[config.mk]
export PLATFORM = sky130hd
export DESIGN_NAME = periodic_timer_slot_bank
export DESIGN_NICKNAME = d
export VERILOG_FILES = /design/src/hw/rtl/ptsb_pkg.sv /design/src/hw/rtl/ptsb_cell.sv /design/src/hw/rtl/ptsb_head.sv /design/src/hw/rtl/periodic_timer_slot_bank.sv
export VERILOG_INCLUDE_DIRS = /design/src /design/src/hw/rtl
export SDC_FILE = /design/constraint.sdc
export NUM_CORES = 1
export LEC_CHECK = 0
export ABC_AREA = 1
export BUFFER_PORTS_ARGS = -buffer_cell sky130_fd_sc_hd__buf_2
export CORE_MARGIN = 4
export CORE_UTILIZATION = 40
export CTS_CLUSTER_SIZE = 25
export DETAILED_ROUTE_END_ITERATION = 8
export GPL_TIMING_DRIVEN = 0
export PLACE_DENSITY = 0.52
export RECOVER_POWER = 100
export SYNTH_ARGS = -nofsm -noshare
export SYNTH_HDL_FRONTEND = slang
export SYNTH_HIERARCHICAL = 1
export SYNTH_SLANG_ARGS = --single-unit
[constraint.sdc]
create_clock -name i_clk -period 7.3 [get_ports i_clk]
set_input_delay 1.095 -clock i_clk [delete_from_list [all_inputs] [get_ports i_clk]]
set_output_delay 1.095 -clock i_clk [all_outputs]
set_load 0.005 [all_outputs]
[src/hw/rtl/assert_macros.svh]
// ---------------------------------------------------------------------------
// Assertion macros
// Shared wrappers for clocked concurrent assertions with synchronous reset.
// ---------------------------------------------------------------------------
`ifndef ASSERT_MACROS_SVH
`define ASSERT_MACROS_SVH

// Property must hold at every rising clock edge outside reset.
`define ASSERT_CLK(label, clk, rst_n, prop, msg) \
    label: assert property (@(posedge clk) disable iff (!rst_n) prop) \
        else $error(msg);

// Expression must never be true at a rising clock edge outside reset.
`define ASSERT_NEVER(label, clk, rst_n, expr, msg) \
    label: assert property (@(posedge clk) disable iff (!rst_n) !(expr)) \
        else $error(msg);

`endif

[src/hw/rtl/ptsb_pkg.sv]
// ---------------------------------------------------------------------------
// Periodic timer slot bank package
// Shared types, codes and constants for the slot ring and its head logic.
// ---------------------------------------------------------------------------
`timescale 1ns / 1ps

package ptsb_pkg;

    localparam int SLOT_DEPTH         = 16;
    localparam int DEFAULT_SLOT_COUNT = 16;
    localparam int DEFAULT_TICK_MS    = 50;

    localparam int INTERVAL_W = 11;
    localparam logic [INTERVAL_W-1:0] INTERVAL_MAX = '1;

    localparam logic OP_TICK     = 1'b0;
    localparam logic OP_REGISTER = 1'b1;

    localparam logic [1:0] KIND_REGISTERED = 2'd0;
    localparam logic [1:0] KIND_TOO_SHORT  = 2'd1;
    localparam logic [1:0] KIND_FULL       = 2'd2;
    localparam logic [1:0] KIND_FIRED      = 2'd3;

    typedef struct packed {
        logic                  active;
        logic [INTERVAL_W-1:0] interval;
        logic [INTERVAL_W-1:0] elapsed;
    } t_slot;

    typedef struct packed {
        logic fire;
        logic place;
    } t_head_res;

endpackage

[src/hw/rtl/ptsb_cell.sv]
// ---------------------------------------------------------------------------
// Slot cell
// Holds the state of one timer slot and takes its neighbor's state on shift.
// ---------------------------------------------------------------------------
`timescale 1ns / 1ps

module ptsb_cell
    import ptsb_pkg::*;
(
    input  logic  i_clk,
    input  logic  i_rst_n,
    input  logic  i_shift,
    input  t_slot i_slot,
    output t_slot o_slot
);

    t_slot r_slot;

    // Only the active flag needs a reset; the counts are loaded on registration.
    always_ff @(posedge i_clk) begin
        if (!i_rst_n) begin
            r_slot.active <= 1'b0;
        end else if (i_shift) begin
            r_slot <= i_slot;
        end
    end

    assign o_slot = r_slot;

endmodule

[src/hw/rtl/ptsb_head.sv]
// ---------------------------------------------------------------------------
// Slot head update
// Updates the slot leaving the head of the ring for a tick or a registration.
// ---------------------------------------------------------------------------
`timescale 1ns / 1ps

module ptsb_head
    import ptsb_pkg::*;
(
    input  t_slot                 i_slot,
    input  logic                  i_op,
    input  logic                  i_placed,
    input  logic [INTERVAL_W-1:0] i_ticks,
    output t_slot                 o_slot,
    output t_head_res             o_res
);

    logic [INTERVAL_W-1:0] w_next;

    // The elapsed count wraps within its own width.
    assign w_next = i_slot.elapsed + INTERVAL_W'(1);

    always_comb begin
        o_slot = i_slot;
        o_res  = '0;
        if (i_op == OP_TICK) begin
            if (i_slot.active) begin
                if (w_next == i_slot.interval) begin
                    o_slot.elapsed = '0;
                    o_res.fire     = 1'b1;
                end else begin
                    o_slot.elapsed = w_next;
                end
            end
        end else if (!i_slot.active && !i_placed) begin
            o_slot.active   = 1'b1;
            o_slot.interval = i_ticks;
            o_slot.elapsed  = '0;
            o_res.place     = 1'b1;
        end
    end

endmodule

[src/hw/rtl/periodic_timer_slot_bank.sv]
// ---------------------------------------------------------------------------
// Periodic timer slot bank
// A ring of timer slot cells scanned one slot per cycle for ticks and
// registrations.
// ---------------------------------------------------------------------------
// Usage: drive i_opcode and i_interval_ms and raise start; the item is taken
// at a rising edge where start is high and busy is low. A tick item
// (opcode 0) advances every active slot; a register item (opcode 1) divides
// the period by the tick length and claims the lowest free slot.
// Results appear on o_kind, o_slot and o_last for exactly one cycle with
// o_valid high; the receiver cannot stall them. o_last marks the final
// result of an item. A tick that fires nothing gives no result at all.
// Operation: the slot states sit in a ring of cells that rotates once per item,
// one slot per cycle, with SLOT_COUNT clamped to 1..16 slots in use. A tick
// scans the ring and then flushes; a registration first runs the reciprocal
// divide (S_MUL, S_QUOT) and then scans and flushes; a too-short period ends
// after S_QUOT. Each result is registered from the step that emits it; a fire
// is held back until the next fire or the flush so the final one carries
// o_last. A new item is taken only once busy is low again.
// Reset (synchronous, active low) frees every slot and drops busy and o_valid.
// ---------------------------------------------------------------------------
`timescale 1ns / 1ps
`include "assert_macros.svh"

module periodic_timer_slot_bank
    import ptsb_pkg::*;
#(
    parameter int SLOT_COUNT = DEFAULT_SLOT_COUNT,
    parameter int TICK_MS    = DEFAULT_TICK_MS
) (
    input  logic        i_clk,
    input  logic        i_rst_n,
    input  logic        start,
    output logic        busy,
    input  logic        i_opcode,
    input  logic [15:0] i_interval_ms,
    output logic        o_valid,
    output logic [1:0]  o_kind,
    output logic [3:0]  o_slot,
    output logic        o_last
);

    localparam int USED = (SLOT_COUNT < 1) ? 1 :
                          ((SLOT_COUNT > SLOT_DEPTH) ? SLOT_DEPTH : SLOT_COUNT);
    localparam int IDX_W = (USED > 1) ? $clog2(USED) : 1;
    localparam logic [IDX_W-1:0] IDX_LAST = IDX_W'(USED - 1);
    localparam int TICK_DIV = (TICK_MS < 1) ? 1 : TICK_MS;
    localparam logic [15:0] DIV_W = 16'(TICK_DIV);
    // floor(2^31 / TICK_DIV); the product estimate is short by at most one.
    localparam logic [31:0] RECIP = 32'(64'h8000_0000 / 64'(TICK_DIV));

    typedef enum logic [4:0] {
        S_IDLE  = 5'b00001,
        S_MUL   = 5'b00010,
        S_QUOT  = 5'b00100,
        S_SCAN  = 5'b01000,
        S_FLUSH = 5'b10000
    } t_state;

    t_state                r_state, n_state;
    logic [15:0]           r_ms, n_ms;
    logic                  r_op, n_op;
    logic [47:0]           r_prod, n_prod;
    logic [INTERVAL_W-1:0] r_ticks, n_ticks;
    logic [IDX_W-1:0]      r_idx, n_idx;
    logic                  r_placed, n_placed;
    logic                  r_pend_v, n_pend_v;
    logic [IDX_W-1:0]      r_pend_slot, n_pend_slot;
    logic                  r_valid, n_valid;
    logic [1:0]            r_kind, n_kind;
    logic [3:0]            r_slot, n_slot;
    logic                  r_last, n_last;

    logic                  w_shift;
    t_slot                 w_cell_q [USED];
    t_slot                 w_cell_d [USED];
    t_slot                 w_head_out;
    t_head_res             w_head_res;

    logic [16:0]           w_q0;
    logic [31:0]           w_qt;
    logic [31:0]           w_rem;
    logic [16:0]           w_q;
    logic [INTERVAL_W-1:0] w_ticks;

    // Ring of slot cells: each cell takes its upper neighbor, the last takes
    // the updated head, so one full rotation restores slot order.
    genvar g;
    generate
        for (g = 0; g < USED; g++) begin : g_cell
            if (g < USED - 1) begin : g_mid
                assign w_cell_d[g] = w_cell_q[g+1];
            end else begin : g_tail
                assign w_cell_d[g] = w_head_out;
            end
            ptsb_cell u_cell (
                .i_clk   (i_clk),
                .i_rst_n (i_rst_n),
                .i_shift (w_shift),
                .i_slot  (w_cell_d[g]),
                .o_slot  (w_cell_q[g])
            );
        end
    endgenerate

    ptsb_head u_head (
        .i_slot   (w_cell_q[0]),
        .i_op     (r_op),
        .i_placed (r_placed),
        .i_ticks  (r_ticks),
        .o_slot   (w_head_out),
        .o_res    (w_head_res)
    );

    // Quotient correction: the estimate is off by at most one.
    assign w_q0    = r_prod[47:31];
    assign w_qt    = 32'(w_q0) * 32'(DIV_W);
    assign w_rem   = 32'(r_ms) - w_qt;
    assign w_q     = w_q0 + 17'(w_rem >= 32'(DIV_W));
    assign w_ticks = (w_q > 17'(INTERVAL_MAX)) ? INTERVAL_MAX : w_q[INTERVAL_W-1:0];

    always_comb begin
        n_state     = r_state;
        n_ms        = r_ms;
        n_op        = r_op;
        n_prod      = r_prod;
        n_ticks     = r_ticks;
        n_idx       = r_idx;
        n_placed    = r_placed;
        n_pend_v    = r_pend_v;
        n_pend_slot = r_pend_slot;
        n_valid     = 1'b0;
        n_kind      = r_kind;
        n_slot      = r_slot;
        n_last      = r_last;
        w_shift     = 1'b0;
        unique case (r_state)
            S_IDLE: begin
                if (start) begin
                    n_ms     = i_interval_ms;
                    n_op     = i_opcode;
                    n_idx    = '0;
                    n_placed = 1'b0;
                    n_pend_v = 1'b0;
                    n_state  = (i_opcode == OP_REGISTER) ? S_MUL : S_SCAN;
                end
            end
            S_MUL: begin
                n_prod  = 48'(r_ms) * 48'(RECIP);
                n_state = S_QUOT;
            end
            S_QUOT: begin
                if (w_q == '0) begin
                    n_valid = 1'b1;
                    n_kind  = KIND_TOO_SHORT;
                    n_slot  = '0;
                    n_last  = 1'b1;
                    n_state = S_IDLE;
                end else begin
                    n_ticks = w_ticks;
                    n_state = S_SCAN;
                end
            end
            S_SCAN: begin
                w_shift = 1'b1;
                if (w_head_res.place) begin
                    n_valid  = 1'b1;
                    n_kind   = KIND_REGISTERED;
                    n_slot   = 4'(r_idx);
                    n_last   = 1'b1;
                    n_placed = 1'b1;
                end
                // A fire is held back until the next fire or the flush so the final one can carry last.
                if (w_head_res.fire) begin
                    if (r_pend_v) begin
                        n_valid = 1'b1;
                        n_kind  = KIND_FIRED;
                        n_slot  = 4'(r_pend_slot);
                        n_last  = 1'b0;
                    end
                    n_pend_v    = 1'b1;
                    n_pend_slot = r_idx;
                end
                if (r_idx == IDX_LAST) begin
                    n_state = S_FLUSH;
                end else begin
                    n_idx = r_idx + IDX_W'(1);
                end
            end
            S_FLUSH: begin
                if (r_op == OP_TICK && r_pend_v) begin
                    n_valid = 1'b1;
                    n_kind  = KIND_FIRED;
                    n_slot  = 4'(r_pend_slot);
                    n_last  = 1'b1;
                end else if (r_op == OP_REGISTER && !r_placed) begin
                    n_valid = 1'b1;
                    n_kind  = KIND_FULL;
                    n_slot  = '0;
                    n_last  = 1'b1;
                end
                n_pend_v = 1'b0;
                n_state  = S_IDLE;
            end
            default: begin
                n_state = S_IDLE;
            end
        endcase
    end

    always_ff @(posedge i_clk) begin
        if (!i_rst_n) begin
            r_state  <= S_IDLE;
            r_pend_v <= 1'b0;
            r_placed <= 1'b0;
            r_valid  <= 1'b0;
        end else begin
            r_state  <= n_state;
            r_pend_v <= n_pend_v;
            r_placed <= n_placed;
            r_valid  <= n_valid;
        end
    end

    always_ff @(posedge i_clk) begin
        r_ms        <= n_ms;
        r_op        <= n_op;
        r_prod      <= n_prod;
        r_ticks     <= n_ticks;
        r_idx       <= n_idx;
        r_pend_slot <= n_pend_slot;
        r_kind      <= n_kind;
        r_slot      <= n_slot;
        r_last      <= n_last;
    end

    assign busy    = (r_state != S_IDLE);
    assign o_valid = r_valid;
    assign o_kind  = r_kind;
    assign o_slot  = r_slot;
    assign o_last  = r_last;

    `ASSERT_CLK(a_accept_busy, i_clk, i_rst_n, start && !busy |=> busy, "accepted item did not raise busy")
    `ASSERT_CLK(a_single_last, i_clk, i_rst_n, o_valid && o_kind != KIND_FIRED |-> o_last, "registration result without last")
    `ASSERT_NEVER(a_pend_reg, i_clk, i_rst_n, r_pend_v && r_op == OP_REGISTER, "fire pending during a registration")
    `ASSERT_CLK(a_result_busy, i_clk, i_rst_n, o_valid |-> $past(busy), "result without an item in progress")

endmodule

==> results of run 1 <==
how the worst max path moves through the flow:
stage,slack [ns],cells past startpoint,endpoint
2_1_floorplan,1.86,32,o_kind[0]$_DFFE_PP_
3_3_place_gp,0.66,29,o_slot[3]$_DFFE_PP_
3_5_place_dp,0.66,29,o_slot[3]$_DFFE_PP_
4_1_cts,0.59,29,o_slot[3]$_DFFE_PP_
5_1_grt,0.1,29,o_slot[3]$_DFFE_PP_
6_report,0.65,30,o_slot[1]$_DFFE_PP_
layout by cell type (no fill, tap or decap), drive strengths merged, types with 2 or more instances in the layout:
cell,count
xnor2,7
a21oi,67
clkinv,16
bufinv,2
ha,204
nand3,78
edfxtp,406
clkbuf,77
xor2,17
buf,21
nor2,157
nand4,16
o22ai,3
o32ai,2
or2,4
fa,117
dfxtp,24
o21bai,4
inv,357
o21a,5
nand3b,2
nand2,443
o21ai,42
nor4,2
a21boi,3
nor3,19
flip-flops by register name (all words and copies together) (netlist names):
| register | cells |
|---|---|
| g_cell.u_cell/o_slot | 368 |
| r_ms | 16 |
| r_prod | 11 |
| r_ticks | 11 |
| r_state | 5 |
| o_slot | 4 |
| r_idx | 4 |
| r_pend_slot | 4 |
| o_kind | 2 |
| o_last | 1 |
| o_valid | 1 |
| r_op | 1 |
| r_pend_v | 1 |
| r_placed | 1 |
synthesized netlist by cell type (all sizes together) (2+ instances only):
| cell type | instances | area share [%] |
|---|---|---|
| nand2 | 443 | 7.4 |
| xor2 | 17 | 0.65 |
| o21a | 5 | 0.16 |
| fa | 117 | 10 |
| nand4 | 16 | 0.46 |
| clkbuf | 6 | 0.19 |
| dfxtp | 24 | 2.1 |
| nor3 | 19 | 0.41 |
| edfxtp | 406 | 53 |
| a21oi | 67 | 1.5 |
| or2 | 4 | 0.11 |
| a21boi | 3 | 0.098 |
| nand3 | 78 | 1.7 |
| nor2 | 157 | 2.9 |
| o21ai | 42 | 0.96 |
| buf | 3 | 0.12 |
| inv | 352 | 5.8 |
| clkinv | 2 | 0.033 |
| o21bai | 4 | 0.13 |
| o32ai | 2 | 0.076 |
| ha | 204 | 11 |
| o22ai | 3 | 0.082 |
| nand3b | 2 | 0.065 |
| xnor2 | 7 | 0.27 |
| nor4 | 2 | 0.054 |
cells by family (layout without fill, tap and decap cells):
logic type,after synthesis,count (layout),synth area share (%)
DFF,430,430,55.18
muxes,1,1,0.04359
adders and majority gates,321,321,21.32
AOI/OAI and AO/OA,133,133,3.215
xor gates and xnor gates,24,24,0.9154
and+or+nand+nor,722,722,13.20
buffers and inverters,364,475,6.130
through the flow:
step,util (%),cells
after CTS,45.13,2862
final,45.02,2862
after floorplan,-,1995
after detailed placement,42.54,2781
after global placement,42.49,2779
after global routing,45.02,2862
layout make-up:
type | instances | area, µm² | area share, %
clock inverter | 22 | 225.2 | 0.8838
tap | 756 | 945.9 | 3.712
timing repair buffer | 30 | 137.6 | 0.5401
clock buffer | 59 | 1242 | 4.876
buffer | 10 | 70.07 | 0.2750
multi-input combinational | 1201 | 8860 | 34.77
inverter | 354 | 1329 | 5.215
sequential | 430 | 12670 | 49.73
critical path: cells and delay by family (launching register included):
kind,cells,cell delay (ns)
buffers and inverters,3,0.23
flip-flops,1,0.51
XOR/XNOR,2,0.38
AND/OR/NAND/NOR,13,1.88
adder cells (fa/ha/maj),6,2.10
AO/OA/AOI/OAI,6,1.13
routing by layer:
metal  vias up  track usage, %
li1       6737               -
met4         2           3.800
met3        63           2.982
met2       290           25.92
met1      6721           24.95
met5         -               0
==> metrics.csv, run 1 <==
metric;value;unit
via/cell ratio;4.826;
Synth Flop Type;edfxtp_1;
final setup vio count;0;
initial antenna violation count;1;
startpoint types;flip-flop;
reg2reg path depth;30;
EDFF count, synth;406;
Max Root-Sink Buffers;3;
Die Ht;247.6;µm
dpl ws;0.6600;ns
crit-path max cell delay;0.58;ns
Final Hold Vio Count;0;
Setup TNS Final;0;ns
PortBufs;28;
Setup Skew;0.03052;ns
Yosys reg bits;430;
synth-to-layout area growth;10.97;%
Max-Cap Viols;1;
Final Cycle Share;91.11;%
Root Buffer;clkbuf_16;
synthesized netlist cell count;1995;
sequential element share of the synthesized area;55.18;%
CP startpoint;r_prod[35]$_DFFE_PP_;
Worst Hold Slack;0.3957;ns
Final #Nets;2415;
Hold EP;g_cell[3].u_cell/o_slot[3]$_DFFE_PP_;
layout cells sized above 1;6.220;%
status;finished with violations;
setup bufs post-CTS;0;
Total GRT Usage;16.80;%
routability congestion estimate;0.9190;
Ports;29;
Max-slew headroom;-15.13;%
core area;56600;µm²
PostCTS Resize Cnt;0;
distinct cell type count after synthesis;47;
violated checks;max-capacitance violations, max-slew violations;
synthesized area;22960;µm²
full die area;61310;µm²
CTS Buf Count;47;
Fmax;150.4;MHz
number of global-route vias before repair;13990;
Worst EP required;7.50;ns
measured slew at the worst slew-check pin;1.727;ns
synth warn;6;
Placed Area;24080;µm²
Post-synth ARST share;0;%
Final Cell Area;25480;µm²
Rows;87;
# DRC;0;
FF-to-FF Start;r_prod[35]$_DFFE_PP_;
top sig layer;met5;
DR pass1 iterations;6;
Critical Path Slowest Stage Cell;nor2_1;
critical path class;reg -> reg;
reg-to-reg slack, setup;0.65;ns
M1 WL;24490;µm
Detailed Place HPWL;38370;µm
Setup WS post-layout;0.6490;ns
met3 WL;2517;µm
Die Span X;247.6;µm
Worst R2R End;o_slot[1]$_DFFE_PP_;
RSZ-0062 raised after global routing;false;
Filler Cell Count;5232;
Clock Sinks;430;
crit path DAT;6.85;ns
DR WL/cell;17.42;µm
global route total overflow;0;
CTS tree;yes;
final wirelength;49860;µm
Net Count, Synth;2336;
hold path depth;0;
post-route minimum period;6.651;ns
routed wl met2;21960;µm
CTS Hold Buffers Added;0;
largest net degree at the start of global routing;53;
H-tree depth;2;
Starting DRT DRC Count;815;
first-pass GRT wire length;78450;µm
Initial Util;40.57;%
HP Class;reg -> reg;
syn avg cell area;11.51;µm²
Max Slew Vio Count;36;
hold path startpoint;g_cell[4].u_cell/o_slot[3]$_DFFE_PP_;
crit path capture type;flip-flop;
post-route antenna net violation count;0;
CP Max Fanout;12;
n_diodes;0;
Clk Latency, worst-skew pair;0.59;ns
Reg clk slew, reported paths;0.06;ns
vias post-DR;13810;
Power of run 1 is not shown: default switching activity piles up to over one toggle a cycle in this logic, so the estimate is an artifact.
==> run 2, diff against run 1 <==
--- a/config.mk
+++ b/config.mk
@@ -8,6 +8,7 @@
 export LEC_CHECK = 0
 export ABC_AREA = 1
 export BUFFER_PORTS_ARGS = -buffer_cell sky130_fd_sc_hd__buf_2
+export CORE_ASPECT_RATIO = 1.25
 export CORE_MARGIN = 4
 export CORE_UTILIZATION = 40
 export CTS_CLUSTER_SIZE = 25
@@ -15,6 +16,7 @@
 export GPL_TIMING_DRIVEN = 0
 export PLACE_DENSITY = 0.52
 export RECOVER_POWER = 100
+export SLEW_MARGIN = 0
 export SYNTH_ARGS = -nofsm -noshare
 export SYNTH_HDL_FRONTEND = slang
 export SYNTH_HIERARCHICAL = 1
==> run 2 against run 1 <==
Non-clock buffer count down 1. Critical path depth unchanged. Clock skew down 0.0031 ns. First-iteration DRC count down 3.9%. Final area down 0.61%. Die area about the same. Core utilization down 0.14 points. Global-route usage down 0.063 points. The flow still finishes with violations (max-capacitance violations, max-slew violations).
==> metrics.csv, run 2 (synthesis gave the netlist of run 1 again) <==
metric;value;unit;change
status;finished with violations;;
violated checks;max-capacitance violations, max-slew violations;;
Initial Util;40.69;%;+0.12 points
Die Span X;222.3;µm;-10%
vias post-DR;13630;;-1.3%
PortBufs;28;;unchanged
DR pass1 iterations;5;;-1
CP startpoint;r_prod[35]$_DFFE_PP_;;
FF-to-FF Start;r_prod[35]$_DFFE_PP_;;
Max-Cap Viols;2;;+1
Total GRT Usage;16.74;%;-0.063 points
CTS Buf Count;41;;-13%
Die Ht;275.9;µm;+11%
Setup Skew;0.02742;ns;-0.003103 ns
Critical Path Slowest Stage Cell;edfxtp_1;;
H-tree depth;2;;unchanged
largest net degree at the start of global routing;53;;unchanged
Setup TNS Final;0;ns;unchanged
Final Hold Vio Count;0;;unchanged
CTS Hold Buffers Added;0;;unchanged
synth-to-layout area growth;10.29;%;
routability congestion estimate;0.9005;;-2.0%
full die area;61330;µm²;about the same
Max Root-Sink Buffers;3;;unchanged
Max Slew Vio Count;55;;+53%
Max-slew headroom;-14.66;%;+0.47 points
first-pass GRT wire length;79640;µm;+1.5%
initial antenna violation count;1;;unchanged
crit-path max cell delay;0.52;ns;-0.06 ns
max reg flops;368;;unchanged
Worst EP required;7.48;ns;-0.02 ns
CTS tree;yes;;
core area;56440;µm²;-0.30%
Detailed Place HPWL;38820;µm;+1.2%
Starting DRT DRC Count;783;;-3.9%
Clk Latency, worst-skew pair;0.56;ns;-0.03 ns
hold path startpoint;g_cell[7].u_cell/o_slot[16]$_DFFE_PP_;;
number of global-route vias before repair;14160;;+1.2%
HP Class;reg -> reg;;
n_diodes;0;;unchanged
startpoint types;flip-flop;;
post-route antenna net violation count;0;;unchanged
Final #Nets;2408;;-0.29%
Rows;97;;+11%
crit path DAT;6.65;ns;-0.20 ns
CP Max Fanout;12;;unchanged
commonest non-fill, non-tap cell in the layout;nand2_1;;
# DRC;0;;unchanged
PostCTS Resize Cnt;0;;unchanged
critical path class;reg -> reg;;
Ports;29;;unchanged
Fmax;154.5;MHz;+2.8%
RSZ-0062 raised after global routing;false;;
Final Cycle Share;88.67;%;-2.4 points
setup bufs post-CTS;0;;unchanged
most frequent cells in the layout;430 x nand2_1, 406 x edfxtp_1, 349 x inv_1;;
crit path capture type;flip-flop;;
layout cells sized above 1;5.913;%;-0.31 points
Reg clk slew, reported paths;0.06;ns;about the same
post-route minimum period;6.473;ns;-0.1783 ns
final setup vio count;0;;unchanged
Root Buffer;clkbuf_16;;
measured slew at the worst slew-check pin;1.720;ns;-0.007093 ns
final wirelength;50170;µm;+0.62%
Clock Sinks;430;;unchanged
via/cell ratio;4.802;;-0.51%
global route total overflow;0;;unchanged
DR WL/cell;17.67;µm;+1.4%
-- run 2: changes by cell type in the layout (fill, tap and decap cells not counted) --
cell        before  now
inv_8            0    2
inv_16           1    0
bufinv_16        2    4
clkbuf_16       48   42
clkinv_1         8    9
buf_2           20   16
clkinv_2         5    8
clkinv_8         1    0
clkinvlp_2       0    1
inv_6            4    1
clkbuf_1        27   24
-- run 2: critical path, delay by kind of cell (launching register included) --
family,cells,cell delay [ns]
compound gates,6,1.20
xor+xnor,2,0.37
fa+ha+maj,6,2.04
buf+inv,3,0.24
flops,1,0.52
simple gates,13,1.70
-- run 2: final cells by class --
type | instances | area (µm²)
clock buffer | 47 | 1070
sequential | 430 | 12670
timing repair buffer | 29 | 128.9
fill | 5275 | 31110
tap | 742 | 928.4
buffer | 10 | 70.07
clock inverter | 26 | 269.0
multi-input combinational | 1201 | 8860
inverter | 354 | 1329
-- run 2: metrics by stage --
step	hold WS [ns]	utilization, %	instances	setup WS, ns	area (µm²)
floorplan	0.4003	-	1995	1.861	22960
global placement	0.4008	42.58	2765	0.7441	24030
detailed placement	0.4045	42.61	2766	0.7112	24050
CTS	0.4054	44.98	2839	0.6731	25390
global route	0.4170	44.88	2839	0.1678	25330
finish	0.4041	44.88	2839	0.8273	25330
-- run 2: routing by layer --
| metal | global-route usage (%) | up-vias | routed length [µm] |
|---|---|---|---|
| met4 | 5.061 | 0 | 1518 |
| li1 | - | 6736 | - |
| met5 | 0 | - | 0 |
| met3 | 2.159 | 74 | 1511 |
| met2 | 29.04 | 189 | 24660 |
| met1 | 22.15 | 6633 | 22490 |
-- run 2: final timing paths --
kind	depth (start not counted)	slack [ns]	end
hold reg to reg	0	0.40	g_cell[6].u_cell/o_slot[16]$_DFFE_PP_
setup reg to reg	30	0.83	o_kind[0]$_DFFE_PP_
setup / recovery	30	0.83	o_kind[0]$_DFFE_PP_
hold / removal	0	0.40	g_cell[6].u_cell/o_slot[16]$_DFFE_PP_
Power of run 2 is left out for the same reason.
